## src/rtl/iwrs_pkg.sv

```systemverilog
// Shared types and fixed field widths of the inverse-weight roulette selector.
// No dependencies; the interfaces, controller, datapath and top level use it.
`timescale 1ns / 1ps
`default_nettype none

package iwrs_pkg;

    // Fixed widths of the stream fields.
    localparam int H_W    = 16;
    localparam int RAND_W = 32;
    localparam int IDX_W  = 6;

    // Sequencer states.
    typedef enum logic [3:0] {
        ST_IDLE,
        ST_DIV,
        ST_STORE,
        ST_DECIDE,
        ST_MOD,
        ST_MUL_LO,
        ST_MUL_HI,
        ST_DRAW,
        ST_WALK,
        ST_RESULT
    } t_state;

    // Controller to datapath commands.
    typedef struct packed {
        logic load;        // capture the input beat, start the reciprocal
        logic div_step;    // one restoring step of the reciprocal
        logic store;       // write the weight, add it to the sum, bump the count
        logic mod_start;   // start random_word modulo count
        logic mod_step;    // one restoring step of the modulo
        logic mul_lo;      // random word times low half of the sum
        logic mul_hi;      // random word times high half of the sum
        logic walk_start;  // form the draw, read entry zero
        logic walk_step;   // accumulate one weight and compare
        logic out_load;    // fill the result register
        logic clear;       // drop list state for the next list
    } t_cmd;

    // Datapath to controller status.
    typedef struct packed {
        logic room;        // list not full yet
        logic last;        // captured beat closes the list
        logic div_last;    // reciprocal finishes on this step
        logic mod_last;    // modulo finishes on this step
        logic walk_hit;    // the walk has found the pick
    } t_status;

endpackage

`default_nettype wire

```

## src/rtl/iwrs_ctrl.sv

```systemverilog
// Sequencer of the selector: handshakes, mode register and step commands.
// Depends on iwrs_pkg for the state, command and status types.
`timescale 1ns / 1ps
`default_nettype none

module iwrs_ctrl (
    input  wire               i_clk,
    input  wire               i_rst_n,
    input  wire               i_cfg_we,
    input  wire               i_cfg_wdata,
    input  wire               i_in_valid,
    output logic              o_in_ready,
    output logic              o_out_valid,
    input  wire               i_out_ready,
    input  iwrs_pkg::t_status i_status,
    output iwrs_pkg::t_cmd    o_cmd
);

    iwrs_pkg::t_state r_state, n_state;
    logic             r_uniform;
    logic             r_out_valid, n_out_valid;

    always_ff @(posedge i_clk) begin
        if (!i_rst_n) begin
            r_state     <= iwrs_pkg::ST_IDLE;
            r_uniform   <= 1'b0;
            r_out_valid <= 1'b0;
        end else begin
            r_state     <= n_state;
            r_out_valid <= n_out_valid;
            if (i_cfg_we) begin
                r_uniform <= i_cfg_wdata;
            end
        end
    end

    always_comb begin
        n_state    = r_state;
        o_cmd      = '0;
        o_in_ready = 1'b0;
        case (r_state)
            iwrs_pkg::ST_IDLE: begin
                o_in_ready = 1'b1;
                if (i_in_valid) begin
                    o_cmd.load = 1'b1;
                    n_state    = i_status.room ? iwrs_pkg::ST_DIV : iwrs_pkg::ST_DECIDE;
                end
            end
            iwrs_pkg::ST_DIV: begin
                o_cmd.div_step = 1'b1;
                if (i_status.div_last) begin
                    n_state = iwrs_pkg::ST_STORE;
                end
            end
            iwrs_pkg::ST_STORE: begin
                o_cmd.store = 1'b1;
                n_state     = iwrs_pkg::ST_DECIDE;
            end
            iwrs_pkg::ST_DECIDE: begin
                if (!i_status.last) begin
                    n_state = iwrs_pkg::ST_IDLE;
                end else if (r_uniform) begin
                    o_cmd.mod_start = 1'b1;
                    n_state         = iwrs_pkg::ST_MOD;
                end else begin
                    n_state = iwrs_pkg::ST_MUL_LO;
                end
            end
            iwrs_pkg::ST_MOD: begin
                o_cmd.mod_step = 1'b1;
                if (i_status.mod_last) begin
                    n_state = iwrs_pkg::ST_RESULT;
                end
            end
            iwrs_pkg::ST_MUL_LO: begin
                o_cmd.mul_lo = 1'b1;
                n_state      = iwrs_pkg::ST_MUL_HI;
            end
            iwrs_pkg::ST_MUL_HI: begin
                o_cmd.mul_hi = 1'b1;
                n_state      = iwrs_pkg::ST_DRAW;
            end
            iwrs_pkg::ST_DRAW: begin
                o_cmd.walk_start = 1'b1;
                n_state          = iwrs_pkg::ST_WALK;
            end
            iwrs_pkg::ST_WALK: begin
                o_cmd.walk_step = 1'b1;
                if (i_status.walk_hit) begin
                    n_state = iwrs_pkg::ST_RESULT;
                end
            end
            iwrs_pkg::ST_RESULT: begin
                // hold until the result register is free
                if (!r_out_valid || i_out_ready) begin
                    o_cmd.out_load = 1'b1;
                    o_cmd.clear    = 1'b1;
                    n_state        = iwrs_pkg::ST_IDLE;
                end
            end
            default: begin
                n_state = iwrs_pkg::ST_IDLE;
            end
        endcase
    end

    always_comb begin
        if (o_cmd.out_load) begin
            n_out_valid = 1'b1;
        end else if (i_out_ready) begin
            n_out_valid = 1'b0;
        end else begin
            n_out_valid = r_out_valid;
        end
    end

    assign o_out_valid = r_out_valid;

endmodule

`default_nettype wire

```

## config.mk

```make
export PLATFORM = sky130hd
export DESIGN_NAME = iwrs_ctrl
export DESIGN_NICKNAME = d
export VERILOG_FILES = /design/src/rtl/iwrs_pkg.sv /design/src/rtl/iwrs_ctrl.sv
export SDC_FILE = /design/constraint.sdc
export NUM_CORES = 1
export LEC_CHECK = 0
export BUFFER_PORTS_ARGS = -buffer_cell sky130_fd_sc_hd__buf_2
export CORE_ASPECT_RATIO = 1.25
export CORE_MARGIN = 1.5
export CORE_UTILIZATION = 25
export CTS_CLUSTER_SIZE = 24
export DETAILED_ROUTE_END_ITERATION = 10
export PLACE_DENSITY = 0.58
export SKIP_CTS_REPAIR_TIMING = 1
export SYNTH_ARGS = -nofsm -noshare
export SYNTH_HDL_FRONTEND = slang
export SYNTH_SLANG_ARGS = --single-unit
```

## constraint.sdc

```tcl
create_clock -name i_clk -period 1.28 [get_ports i_clk]
set_input_delay 0.256 -clock i_clk [delete_from_list [all_inputs] [get_ports i_clk]]
set_output_delay 0.256 -clock i_clk [all_outputs]
set_load 0.03 [all_outputs]
```

==> results.sh <==
export IMPL_status="finished with violations"
export IMPL_violations="negative setup slack"
export IMPL_yosysSeqAreaShare_pct=24.7
export IMPL_clk_pin_slew_worst_paths_ns=0.05
export IMPL_wl_um=1360
export IMPL_netSwitchingFraction_pct=46.0
export IMPL_min_from="i_cfg_wdata"
export IMPL_antenna_found_initial=0
export IMPL_cts_max_level=1
export IMPL_wl_per_cell_um=12.2
export IMPL_drive_gt1_share_pct=64.1
export IMPL_setup_slack_ns=-0.227
export IMPL_start_kind="register"
export IMPL_worstPathMaxFanout=6
export IMPL_critPathCaptureType="output pin"
export IMPL_crit_path_top_delay_cell="dfxtp_4"
export IMPL_synth_seq_cells=6
export IMPL_comb_power_share_pct=70.1
export IMPL_drtIter0Drc=5
export IMPL_p_sw_mw=0.802
export IMPL_grtUsageTotal_pct=13.1
export IMPL_cp_arrival_ns=1.25
export IMPL_placed_cells=107
export IMPL_final_util_pct=46.3
export IMPL_timing_rr_start="r_state[1]"
export IMPL_hp_class="in2reg"
export IMPL_irDropWorstVdd_uv=811
export IMPL_grt_ovfl_total=0
export IMPL_cp_data_required_time_ns=1.02
export IMPL_clock_latency_ns=0.25
export IMPL_antenna_left=0
export IMPL_die_area_mm2=0.00222
export IMPL_viasPerCell=4.97
export IMPL_coreArea_mm2=0.00179
export IMPL_cts_root_buf="clkbuf_4"
export IMPL_grt_pass1_vias=483
export IMPL_pwr_share_clk_pct=10.4
export IMPL_nNetsFinal=105
export IMPL_vias=552
export IMPL_fin_crit_ns=1.51
export IMPL_p_int_mw=0.942
export IMPL_crit_start="r_state[0]"
export IMPL_cts_buffers=3
export IMPL_slowest_delay_ns=0.36
export IMPL_finalSetupViolCount=14
export IMPL_synth_net_count=72
export IMPL_area_growth_pct=70.4
export IMPL_io_buffers=23
export IMPL_grt_max_degree=12
export IMPL_finalHoldViolCount=0
export IMPL_final_cells=111
export IMPL_synth_top_area_share_pct=24.7
export IMPL_synthTopCellsByArea="dfxtp_1 25%, mux2i_1 6.2%, a32oi_4 5.7%, nor2_1 5.4%, nor3_1 5.2%"
export IMPL_cts_tree="built"
export IMPL_min_period_over_period_pct=118
export IMPL_rows=17
export IMPL_fmax_mhz=663
export IMPL_async_flop_share_pct=0
export IMPL_worst_slew_margin_rel_pct=83.0
export IMPL_worstMarginPinSlew_ns=0.248
export IMPL_slew_viol_final=0
export IMPL_ios=24
export IMPL_clock_skew_ns=0.00317
export IMPL_start_util_pct=27.2
export IMPL_insertedDiodeCount=0
export IMPL_total_power_mw=1.74
export IMPL_dr_pass1_iters=4
export IMPL_synth_edf_count=0
export IMPL_clkSinkCount=6
export IMPL_p_leak_nw=0.375
export IMPL_synth_top_area_cell="dfxtp_1"
export IMPL_clockBufferDepth=2
export IMPL_path_delay_family="simple AND/OR/NAND/NOR gates"
export IMPL_hold_slack_ns=0.241
export IMPL_syn_avg_cell_area_um2=7.96
export IMPL_synth_cell_type_count=28
export IMPL_dieWidth_um=42.4
export IMPL_worstPathCellList="buf_6 > nor4_4 > and2_4 > buf_6"
export IMPL_synth_main_ff_cell="dfxtp_1"
export IMPL_syn_inst=61
export IMPL_rsz0062_at_grt="yes"
export IMPL_gp_congestion=0.833
export IMPL_p_per_area_mw_per_mm2=2110
export IMPL_crit_path_frequent_cell="buf_6"
export IMPL_synth_warnings=0
export IMPL_max_cap_viol_count=0
export IMPL_critical_path_class="reg2out"
export IMPL_drc=0
export IMPL_power_frac_seq_pct=19.5
export IMPL_syn_cell_area_um2=485
export IMPL_die_h_um=52.3
export IMPL_worst_path_buf_inv=2
export IMPL_grt_pass1_wl_um=2130
export IMPL_hpwl_um=1040
logic make-up (layout without fill, tap and decap cells):
logic type      count (synthesis)  in the layout  share of synthesized area (%)
flops                           6              6                           24.7
simple gates                   31             31                           36.1
buf+inv                         9             40                           10.1
mux                             3              3                           6.19
xor+xnor                        1              1                           1.80
compound gates                 11             11                           21.1
final timing paths:
kind / end / slack, ns / cells past startpoint
max: o_cmd[10] / -0.23 / 4
min: r_uniform / 0.24 / 3
max reg2reg: r_state[2] / -0.03 / 4
min reg2reg: r_uniform / 0.53 / 2
per-layer routing:
layer  global-route usage, %  vias up  share of wire, %
met3                    3.10        2               5.8
met5                       0        -                 0
li1                        -      281                 -
met2                    20.5       23                51
met4                    7.81        0               1.3
met1                    16.2      246                41
sequential cells by signal (all words and copies together), names as in the netlist:
register,count
o_out_valid,1
r_state,4
r_uniform,1
Yosys cell counts (all sizes together), types with 2 or more instances:
master	number
nor2	7
buf	6
dfxtp	6
nand2	5
nor3	5
inv	3
mux2i	3
nand2b	3
o21ai	3
a21oi	2
nor2b	2
nor3b	2
power by group through the flow:
stage | clock (mW) | combinational, mW | sequential, mW
final | 0.181 | 1.22 | 0.340
after global routing | 0.191 | 1.32 | 0.355
after CTS | 0.188 | 1.09 | 0.321
after detailed placement | 0 | 1.09 | 0.325
after global placement | 0 | 1.08 | 0.325
after floorplan | 0 | 0.834 | 0.291
stage by stage:
| stage | setup TNS (ns) | setup slack [ns] | cell area, µm² |
|---|---|---|---|
| 2_1_floorplan | -0.505 | -0.217 | 552 |
| 3_3_place_gp | -0.292 | -0.0682 | 716 |
| 3_5_place_dp | -0.437 | -0.0874 | 716 |
| 4_1_cts | -3.30 | -0.357 | 738 |
| 5_1_grt | -3.16 | -0.285 | 827 |
| 6_report | -2.21 | -0.227 | 827 |
worst min-delay path, stage by stage:
cell	delay, ns
buf_2	0.07
mux2i_1	0.05
nor2_1	0.07
cell type report:
type	instances	area, µm²
inverter	3	11.3
clock buffer	3	22.5
tap	19	23.8
sequential	6	130
timing repair buffer	34	241
fill	187	960
multi-input combinational	46	398
layout by cell type (no fill, tap or decap), drive strengths merged, types with 2 or more instances in the layout:
cell type  count
o21ai          3
clkbuf         5
nor2           7
nor2b          2
nor3b          2
a21oi          2
nand2b         3
nand2          5
buf           32
nor3           5
mux2i          3
inv            3
dfxtp          6
Power figures use the tool's default switching activity.
